<file path="src/rtl/b58_pkg.sv">
// ----------------------------------------------------------------------------
// b58_pkg
// Shared types, constants and the character map of the base-58 encoder.
// ----------------------------------------------------------------------------
package b58_pkg;

    localparam int DIGIT_DEPTH = 45;
    localparam int DIGIT_W     = 6;
    localparam int ADDR_W      = $clog2(DIGIT_DEPTH);
    localparam int CNT_W       = 6;
    localparam int TOTAL_W     = CNT_W + 1;
    localparam int BYTE_W      = 8;
    localparam int CHAR_W      = 7;
    localparam int RADIX       = 58;
    // floor(v * RECIP / 2^RECIP_SH) == floor(v / 58) for every v below 58 * 256
    localparam int RECIP       = 1130;
    localparam int RECIP_SH    = 16;
    localparam int VAL_W       = DIGIT_W + BYTE_W;

    typedef enum logic [2:0] {
        ST_IDLE,
        ST_FOLD,
        ST_SPILL,
        ST_CHECK,
        ST_EMIT_ZERO,
        ST_EMIT_DIGIT
    } t_state;

    function automatic logic [CHAR_W-1:0] digit_char(input logic [DIGIT_W-1:0] d);
        logic [7:0] c;
        unique case (d)
            6'd0:  c = "1";  6'd1:  c = "2";  6'd2:  c = "3";  6'd3:  c = "4";
            6'd4:  c = "5";  6'd5:  c = "6";  6'd6:  c = "7";  6'd7:  c = "8";
            6'd8:  c = "9";  6'd9:  c = "A";  6'd10: c = "B";  6'd11: c = "C";
            6'd12: c = "D";  6'd13: c = "E";  6'd14: c = "F";  6'd15: c = "G";
            6'd16: c = "H";  6'd17: c = "J";  6'd18: c = "K";  6'd19: c = "L";
            6'd20: c = "M";  6'd21: c = "N";  6'd22: c = "P";  6'd23: c = "Q";
            6'd24: c = "R";  6'd25: c = "S";  6'd26: c = "T";  6'd27: c = "U";
            6'd28: c = "V";  6'd29: c = "W";  6'd30: c = "X";  6'd31: c = "Y";
            6'd32: c = "Z";  6'd33: c = "a";  6'd34: c = "b";  6'd35: c = "c";
            6'd36: c = "d";  6'd37: c = "e";  6'd38: c = "f";  6'd39: c = "g";
            6'd40: c = "h";  6'd41: c = "i";  6'd42: c = "j";  6'd43: c = "k";
            6'd44: c = "m";  6'd45: c = "n";  6'd46: c = "o";  6'd47: c = "p";
            6'd48: c = "q";  6'd49: c = "r";  6'd50: c = "s";  6'd51: c = "t";
            6'd52: c = "u";  6'd53: c = "v";  6'd54: c = "w";  6'd55: c = "x";
            6'd56: c = "y";  6'd57: c = "z";
            default: c = 8'd0;
        endcase
        return c[CHAR_W-1:0];
    endfunction

endpackage

</file>
<file path="src/rtl/base58_encoder.sv">
// ----------------------------------------------------------------------------
// base58_encoder
// Byte-serial base-58 encoder with the Bitcoin alphabet.
// ----------------------------------------------------------------------------
// A byte is taken on a clock edge where start is high and busy is low;
// i_final_byte marks the last byte of a message. Leading zero bytes are only
// counted. Every later byte runs a carry pass over the stored digits, one
// digit per cycle through a single divide-by-58 unit, followed by a spill
// step for each new digit the carry spills into and one closing step.
// After the final byte comes a check state, then one character per cycle
// on o_out_char with o_valid high: a '1' per leading zero byte, then the
// digits most significant first; o_last_char marks the last one. A message
// beyond capacity yields one beat with o_too_long and o_last_char set and
// o_out_char zero. Results cannot be held off; busy stays high until the
// last beat is issued. Reset clears the message state; the digit RAM holds
// no reset and only digits already written are used.
// ----------------------------------------------------------------------------
module base58_encoder #(
    parameter int MAX_BYTES = 32
) (
    input  logic                        i_clk,
    input  logic                        i_rst_n,
    input  logic                        start,
    output logic                        busy,
    input  logic [b58_pkg::BYTE_W-1:0]  i_data_byte,
    input  logic                        i_final_byte,
    output logic                        o_valid,
    output logic [b58_pkg::CHAR_W-1:0]  o_out_char,
    output logic                        o_last_char,
    output logic                        o_too_long
);
    import b58_pkg::*;

    t_state             r_state, n_state;
    logic [CNT_W-1:0]   r_digit_cnt, n_digit_cnt;
    logic [CNT_W-1:0]   r_zero_cnt, n_zero_cnt;
    logic               r_in_lz, n_in_lz;
    logic [CNT_W-1:0]   r_byte_cnt, n_byte_cnt;
    logic               r_ovf, n_ovf;
    logic               r_final, n_final;
    logic [BYTE_W-1:0]  r_carry, n_carry;
    logic [CNT_W-1:0]   r_idx, n_idx;
    logic               r_valid, n_valid;
    logic [CHAR_W-1:0]  r_char, n_char;
    logic               r_last, n_last;
    logic               r_err, n_err;

    logic               wr_en;
    logic [ADDR_W-1:0]  wr_addr;
    logic [ADDR_W-1:0]  rd_addr;
    logic [DIGIT_W-1:0] rd_data;
    logic [DIGIT_W-1:0] dm_digit;
    logic [DIGIT_W-1:0] dm_rem;
    logic [BYTE_W-1:0]  dm_quot;

    logic               acc;
    logic               take;
    logic               drop;
    logic               is_zero;
    logic               do_fold;
    logic               last_fold;
    logic               spill_done;
    logic [TOTAL_W-1:0] total;
    logic               msg_err;
    logic [CNT_W-1:0]   top_idx;

    assign acc       = start && (r_state == ST_IDLE);
    assign take      = acc && !r_ovf && (r_byte_cnt < CNT_W'(MAX_BYTES));
    assign drop      = acc && !r_ovf && !(r_byte_cnt < CNT_W'(MAX_BYTES));
    assign is_zero   = take && r_in_lz && (i_data_byte == '0);
    assign do_fold   = take && !is_zero;
    assign last_fold = (r_idx == r_digit_cnt - CNT_W'(1));
    assign spill_done = (r_carry == '0) || (r_digit_cnt >= CNT_W'(DIGIT_DEPTH));
    assign total     = TOTAL_W'(r_zero_cnt) + TOTAL_W'(r_digit_cnt);
    assign msg_err   = r_ovf || (total > TOTAL_W'(DIGIT_DEPTH)) || (total == '0);
    assign top_idx   = (r_digit_cnt != '0) ? r_digit_cnt - CNT_W'(1) : '0;

    // during the spill the stored digit is absent
    assign dm_digit = (r_state == ST_FOLD) ? rd_data : '0;

    b58_divmod u_divmod (
        .i_digit (dm_digit),
        .i_carry (r_carry),
        .o_rem   (dm_rem),
        .o_quot  (dm_quot)
    );

    b58_ram #(
        .WIDTH (DIGIT_W),
        .DEPTH (DIGIT_DEPTH)
    ) u_digits (
        .i_clk     (i_clk),
        .i_wr_en   (wr_en),
        .i_wr_addr (wr_addr),
        .i_wr_data (dm_rem),
        .i_rd_addr (rd_addr),
        .o_rd_data (rd_data)
    );

    always_comb begin
        n_state = r_state;
        unique case (r_state)
            ST_IDLE: begin
                if (acc) begin
                    if (do_fold) begin
                        n_state = (r_digit_cnt == '0) ? ST_SPILL : ST_FOLD;
                    end else if (i_final_byte) begin
                        n_state = ST_CHECK;
                    end
                end
            end
            ST_FOLD: begin
                if (last_fold) begin
                    n_state = ST_SPILL;
                end
            end
            ST_SPILL: begin
                if (spill_done) begin
                    n_state = r_final ? ST_CHECK : ST_IDLE;
                end
            end
            ST_CHECK: begin
                if (msg_err) begin
                    n_state = ST_IDLE;
                end else if (r_zero_cnt != '0) begin
                    n_state = ST_EMIT_ZERO;
                end else begin
                    n_state = ST_EMIT_DIGIT;
                end
            end
            ST_EMIT_ZERO: begin
                if (r_idx == r_zero_cnt - CNT_W'(1)) begin
                    n_state = (r_digit_cnt == '0) ? ST_IDLE : ST_EMIT_DIGIT;
                end
            end
            ST_EMIT_DIGIT: begin
                if (r_idx == '0) begin
                    n_state = ST_IDLE;
                end
            end
            default: n_state = ST_IDLE;
        endcase
    end

    always_comb begin
        logic clear;
        clear       = 1'b0;
        n_digit_cnt = r_digit_cnt;
        n_zero_cnt  = r_zero_cnt;
        n_in_lz     = r_in_lz;
        n_byte_cnt  = r_byte_cnt;
        n_ovf       = r_ovf;
        n_final     = r_final;
        n_carry     = r_carry;
        n_idx       = r_idx;
        n_valid     = 1'b0;
        n_char      = '0;
        n_last      = 1'b0;
        n_err       = 1'b0;
        wr_en       = 1'b0;
        wr_addr     = r_idx[ADDR_W-1:0];
        rd_addr     = '0;

        unique case (r_state)
            ST_IDLE: begin
                if (acc) begin
                    n_final = i_final_byte;
                    if (drop) begin
                        n_ovf = 1'b1;
                    end
                    if (take) begin
                        n_byte_cnt = r_byte_cnt + CNT_W'(1);
                    end
                    if (is_zero) begin
                        n_zero_cnt = r_zero_cnt + CNT_W'(1);
                    end
                    if (do_fold) begin
                        n_in_lz = 1'b0;
                        n_carry = i_data_byte;
                        n_idx   = '0;
                    end
                end
            end
            ST_FOLD: begin
                // write back digit idx, fetch digit idx+1
                wr_en   = 1'b1;
                n_carry = dm_quot;
                n_idx   = r_idx + CNT_W'(1);
                if (!last_fold) begin
                    rd_addr = n_idx[ADDR_W-1:0];
                end
            end
            ST_SPILL: begin
                if (r_carry != '0) begin
                    if (r_digit_cnt >= CNT_W'(DIGIT_DEPTH)) begin
                        n_ovf = 1'b1;
                    end else begin
                        wr_en       = 1'b1;
                        wr_addr     = r_digit_cnt[ADDR_W-1:0];
                        n_digit_cnt = r_digit_cnt + CNT_W'(1);
                        n_carry     = dm_quot;
                    end
                end
            end
            ST_CHECK: begin
                rd_addr = top_idx[ADDR_W-1:0];
                if (msg_err) begin
                    n_valid = 1'b1;
                    n_last  = 1'b1;
                    n_err   = 1'b1;
                    clear   = 1'b1;
                end else if (r_zero_cnt != '0) begin
                    n_idx = '0;
                end else begin
                    n_idx = top_idx;
                end
            end
            ST_EMIT_ZERO: begin
                rd_addr = top_idx[ADDR_W-1:0];
                n_valid = 1'b1;
                n_char  = digit_char('0);
                n_idx   = r_idx + CNT_W'(1);
                if (r_idx == r_zero_cnt - CNT_W'(1)) begin
                    n_idx = top_idx;
                    if (r_digit_cnt == '0) begin
                        n_last = 1'b1;
                        clear  = 1'b1;
                    end
                end
            end
            ST_EMIT_DIGIT: begin
                n_valid = 1'b1;
                n_char  = digit_char(rd_data);
                n_idx   = r_idx - CNT_W'(1);
                if (r_idx == '0) begin
                    n_last = 1'b1;
                    clear  = 1'b1;
                end else begin
                    rd_addr = n_idx[ADDR_W-1:0];
                end
            end
            default: begin
                clear = 1'b1;
            end
        endcase

        if (clear) begin
            n_digit_cnt = '0;
            n_zero_cnt  = '0;
            n_in_lz     = 1'b1;
            n_byte_cnt  = '0;
            n_ovf       = 1'b0;
            n_final     = 1'b0;
        end
    end

    always_ff @(posedge i_clk) begin
        if (!i_rst_n) begin
            r_state     <= ST_IDLE;
            r_digit_cnt <= '0;
            r_zero_cnt  <= '0;
            r_in_lz     <= 1'b1;
            r_byte_cnt  <= '0;
            r_ovf       <= 1'b0;
            r_final     <= 1'b0;
            r_valid     <= 1'b0;
        end else begin
            r_state     <= n_state;
            r_digit_cnt <= n_digit_cnt;
            r_zero_cnt  <= n_zero_cnt;
            r_in_lz     <= n_in_lz;
            r_byte_cnt  <= n_byte_cnt;
            r_ovf       <= n_ovf;
            r_final     <= n_final;
            r_valid     <= n_valid;
        end
    end

    always_ff @(posedge i_clk) begin
        r_carry <= n_carry;
        r_idx   <= n_idx;
        r_char  <= n_char;
        r_last  <= n_last;
        r_err   <= n_err;
    end

    assign busy        = (r_state != ST_IDLE);
    assign o_valid     = r_valid;
    assign o_out_char  = r_char;
    assign o_last_char = r_last;
    assign o_too_long  = r_err;

endmodule

</file>
<file path="src/rtl/b58_ram.sv">
// ----------------------------------------------------------------------------
// b58_ram
// Generic single-write, single-read RAM with registered read data.
// ----------------------------------------------------------------------------
module b58_ram #(
    parameter int WIDTH = 6,
    parameter int DEPTH = 45
) (
    input  logic                     i_clk,
    input  logic                     i_wr_en,
    input  logic [$clog2(DEPTH)-1:0] i_wr_addr,
    input  logic [WIDTH-1:0]         i_wr_data,
    input  logic [$clog2(DEPTH)-1:0] i_rd_addr,
    output logic [WIDTH-1:0]         o_rd_data
);

    logic [WIDTH-1:0] r_mem [DEPTH];
    logic [WIDTH-1:0] r_rd_data;

    always_ff @(posedge i_clk) begin
        if (i_wr_en) begin
            r_mem[i_wr_addr] <= i_wr_data;
        end
        r_rd_data <= r_mem[i_rd_addr];
    end

    assign o_rd_data = r_rd_data;

endmodule

</file>
<file path="src/rtl/b58_divmod.sv">
// ----------------------------------------------------------------------------
// b58_divmod
// Carry step: (digit * 256 + carry) split into quotient and remainder by 58.
// ----------------------------------------------------------------------------
module b58_divmod
(
    input  logic [b58_pkg::DIGIT_W-1:0] i_digit,
    input  logic [b58_pkg::BYTE_W-1:0]  i_carry,
    output logic [b58_pkg::DIGIT_W-1:0] o_rem,
    output logic [b58_pkg::BYTE_W-1:0]  o_quot
);
    import b58_pkg::*;

    localparam int PROD_W = VAL_W + $clog2(RECIP + 1);

    logic [VAL_W-1:0]  value;
    logic [PROD_W-1:0] prod;
    logic [BYTE_W-1:0] quot;
    logic [VAL_W-1:0]  quot_x58;
    logic [VAL_W-1:0]  rem_full;

    // reciprocal multiply, exact for every digit below 58 and any carry
    assign value    = {i_digit, i_carry};
    assign prod     = PROD_W'(value) * PROD_W'(RECIP);
    assign quot     = prod[RECIP_SH +: BYTE_W];
    assign quot_x58 = (VAL_W'(quot) << 6) - (VAL_W'(quot) << 3) + (VAL_W'(quot) << 1);
    assign rem_full = value - quot_x58;

    assign o_quot = quot;
    assign o_rem  = rem_full[DIGIT_W-1:0];

endmodule

</file>
<file path="config.mk">
export PLATFORM = sky130hd
export DESIGN_NAME = base58_encoder
export DESIGN_NICKNAME = d
export VERILOG_FILES = /design/src/rtl/b58_pkg.sv /design/src/rtl/base58_encoder.sv /design/src/rtl/b58_ram.sv /design/src/rtl/b58_divmod.sv
export SDC_FILE = /design/constraint.sdc
export NUM_CORES = 1
export LEC_CHECK = 0
export CAP_MARGIN = 25
export CORE_MARGIN = 2
export CORE_UTILIZATION = 64
export CTS_BUF_LIST = sky130_fd_sc_hd__clkbuf_4 sky130_fd_sc_hd__clkbuf_8 sky130_fd_sc_hd__clkbuf_16
export CTS_CLUSTER_DIAMETER = 50
export CTS_CLUSTER_SIZE = 20
export DETAILED_ROUTE_END_ITERATION = 8
export DONT_BUFFER_PORTS = 1
export GPL_ROUTABILITY_DRIVEN = 0
export PLACE_DENSITY = 0.88
export SYNTH_ARGS = -nofsm -noshare
export SYNTH_HDL_FRONTEND = slang
export SYNTH_SLANG_ARGS = --single-unit
</file>
<file path="constraint.sdc">
create_clock -name i_clk -period 10.9 [get_ports i_clk]
set_clock_uncertainty 0.15 [all_clocks]
set_input_delay 1.09 -clock i_clk [delete_from_list [all_inputs] [get_ports i_clk]]
set_output_delay 1.09 -clock i_clk [all_outputs]
set_load 0.02 [all_outputs]
</file>
==> summary by stage <==
Critical path
The most numerous cell type found on the critical path is ha_1. The largest incremental delay on the critical path is 630 ps. Along the worst path, the maximum fanout reaches 45. The critical path arrival is 8260 ps. By startpoint and endpoint, the worst setup path is classified as reg -> reg. The worst setup path is launched from a register.

The number of cells on the worst reg-to-reg path is 28. The endpoint class of the critical path is a register. The cell with the biggest individual delay on the critical path is dfxtp_1. At the worst endpoint, the required time is 11060 ps.

CTS
Buffers inserted to repair hold after CTS numbered 0. The clock passes through at most 3 buffers. The clock reaches the later pin of the worst-skew pair after 570 ps. TritonCTS built the clock tree. The post-cts gate resize count is 0. In this run the post-CTS setup repair buffer count came out at 0. Clock-pin slew was measured on the worst setup and hold paths at 80 ps. For this design, the sink count on the clock tree is 324. The H-tree level count is 1. CTS placed an instance of clkbuf_16 at the clock tree root. The number of buffers created by CTS is 28.

Cells and area
The core utilization of the finished layout is 69.73%. The area growth from synthesis to layout is 6.995%. Counting the fill cells in the layout gives 1755. Excluding fillers, the count of instances in the completed layout stands at 1788.

The total number of nets in the final design is 1578. The most common cell after layout, fill and taps aside is edfxtp_1. The share of cells above drive strength 1 is 7.671%.

0 antenna diodes ended up in the layout. In the layout the commonest cells are edfxtp_1, nand2_1, nor2_1, mux2i_1, ha_1.

GRT
The number of antenna violations at the first check in global routing is 0. The maximum number of pins on one net before global-route repair is 77. The number of global-route vias before repair is 11564.

The first global-routing pass estimated 61.10 mm of wire. The leftover overflow at the end of global routing is 0. For this run, the total global-route usage over all layers was measured as 27.04%.

Routing
In this run the remaining antenna-violating nets after routing total 0. The first TritonRoute pass finished after 6 iterations. The number of design rule violations left after detail routing is 0. The detailed router placed 11739 vias in this run.

The number of DRC markers in iteration 0 is 1440. The detailed-route wire length per cell is 21.33 µm. The total wirelength of the detailed-routed design is 38.13 mm. In the routed layout, each cell is associated on average with a via count of 6.565.

Run status
The flow ran to the end, and the final reports show no timing, DRC or antenna violations.

Place
The total instance count after detailed placement is 1735. Prior to clock tree synthesis, the placed netlist has a worst setup slack of 2904 ps. Buffers placed on the I/O ports in this run total 0. Summed over all nets, the half-perimeter wirelength after detailed placement is 25.44 mm.

STA
Derived from the worst setup path, the maximum achievable clock frequency is 123.4 MHz. The worst pin sits at a relative slew slack of 29.14%. After layout, the minimum clock period comes to 8105 ps. The final hold violation count is 0. Setup violations remaining at the end of the flow were counted as 0.

For the final routed database, the setup TNS stands at 0 ps. Setup slack closes at 2795 ps. The count of pins over their slew limit was 0. Setup repair after global routing left no endpoint under its margin. The share of the clock period used by the worst path is 74.36%. For the pin with the worst max-slew slack, the measured transition is 1063 ps.

Synth
Yosys mapped the design onto 89 distinct sky130hd cell types. The combined area of all synthesized cells is 17560 µm². Counting flops and latches in the post-synthesis netlist gives 324.

The most used flip-flop cell after synthesis is edfxtp_1. A synthesized cell averages 12.13 µm². Synthesis produced a netlist whose cell count is 1448. The sequential-to-total area share from yosys stat is 53.11%.

In the synthesized netlist the async set-or-reset flop fraction comes to 0%. In this run, synthesis inferred 284 flip-flops with an integrated enable. The number of nets in the synthesized netlist is 1600. For this run, the number of Yosys warnings is 0.

Floorplan
The standard-cell row count is 60. The effective utilization at floorplan is 65.17%. The die width is 169.7 µm. In this run the standard cell core region covers 26950 µm². The floorplan die height is 169.7 µm. 23 I/O pins were placed. The die area is 28790 µm².

Hold path
The cell depth of the worst min-delay path is 1. The class of the most critical hold timing path is reg -> reg.

Flow run
Across the run, the number of max-cap violations was 0.
-- worst paths after layout --
kind	startpoint	endpoint	slack, ps
worst min register to register	r_in_lz$_SDFFE_PP1P_	r_in_lz$_SDFFE_PP1P_	320
worst max register to register	r_state[0]$_SDFFE_PN0P_	u_digits.r_mem[17][5]$_DFFE_PP_	2790
worst max-delay path	r_state[0]$_SDFFE_PN0P_	u_digits.r_mem[17][5]$_DFFE_PP_	2790
worst min-delay path	r_in_lz$_SDFFE_PP1P_	r_in_lz$_SDFFE_PP1P_	320
-- metal layers --
layer	vias to the layer above	part of all wire, %	GRT usage (%)
li1	5297	-	-
met1	5679	39	36.34
met2	670	49	46.30
met3	93	8.9	3.848
met4	0	2.7	7.767
met5	-	0	0
-- registers in the layout, summed over array words and instances (netlist names) --
register	count
r_ovf	1
o_last_char	1
u_digits.r_mem	270
r_idx	6
r_byte_cnt	6
r_digit_cnt	6
u_digits.o_rd_data	6
r_in_lz	1
o_out_char	7
r_zero_cnt	6
r_carry	8
o_valid	1
o_too_long	1
r_final	1
r_state	3
-- synthesized netlist by cell type (7+ instances only) --
cell type,instances,area [µm²]
nand2_1,132,495.5
a311oi_1,10,87.58
edfxtp_1,284,8528
a211o_1,10,87.58
mux2_1,9,101.4
nor3_1,16,80.08
and3_1,18,112.6
clkbuf_1,26,97.59
xor2_1,23,201.4
a31oi_1,16,100.1
buf_4,8,60.06
inv_1,89,334.1
o22ai_1,7,43.79
dfxtp_1,40,800.8
nor2_1,116,435.4
nor3b_1,12,90.09
ha_1,110,1376
nor2b_1,8,50.05
mux2i_1,112,1121
nand2b_1,9,56.30
a211oi_1,16,120.1
nor3_2,7,70.07
nand4_1,18,112.6
a21oi_1,39,195.2
xnor2_1,31,271.5
a22o_1,7,61.31
a21o_1,14,105.1
a22oi_1,9,67.56
fa_1,30,600.6
buf_2,30,150.1
o21a_1,8,60.06
o21ai_0,34,170.2
nand3_1,25,125.1
o31ai_1,7,52.55
-- logic make-up (layout without fill, tap and decap cells) --
group                      count (synthesis)  after routing  synth area share [%]
buffers and inverters                    162            161                 4.103
muxes                                    128            128                 7.473
adders and majority gates                141            141                 11.31
xor gates and xnor gates                  57             57                 3.042
AOI/OAI and AO/OA                        239            239                 9.987
and+or+nand+nor                          397            397                 10.97
DFF                                      324            324                 53.11
-- cell type report --
class	count	area, µm²	area share [%]
Clock buffer	29	708.2	3.768
Clock inverter	22	244.0	1.298
Inverter	90	337.8	1.798
Multi-Input combinational cell	962	7557	40.21
Sequential cell	324	9329	49.64
Tap cell	341	426.7	2.270
Timing Repair Buffer	20	190.2	1.012
-- worst max-delay path, delay by kind of cell (launching register included) --
kind / cells / cell delay (ps)
and+or+nand+nor: 4 / 710
AOI/OAI and AO/OA: 5 / 1180
xor gates and xnor gates: 5 / 1050
DFF: 1 / 630
adders and majority gates: 8 / 3080
buffers and inverters: 6 / 1050
-- stage by stage --
stage          cell area [µm²]  hold WS (ps)
2_1_floorplan            17560         275.8
3_3_place_gp             17790         303.8
3_5_place_dp             17790         314.5
4_1_cts                  18740         330.8
5_1_grt                  18790         335.9
6_report                 18790         321.0
Power is not shown: default switching activity piles up to over one toggle a cycle in this logic, so the estimate is an artifact.
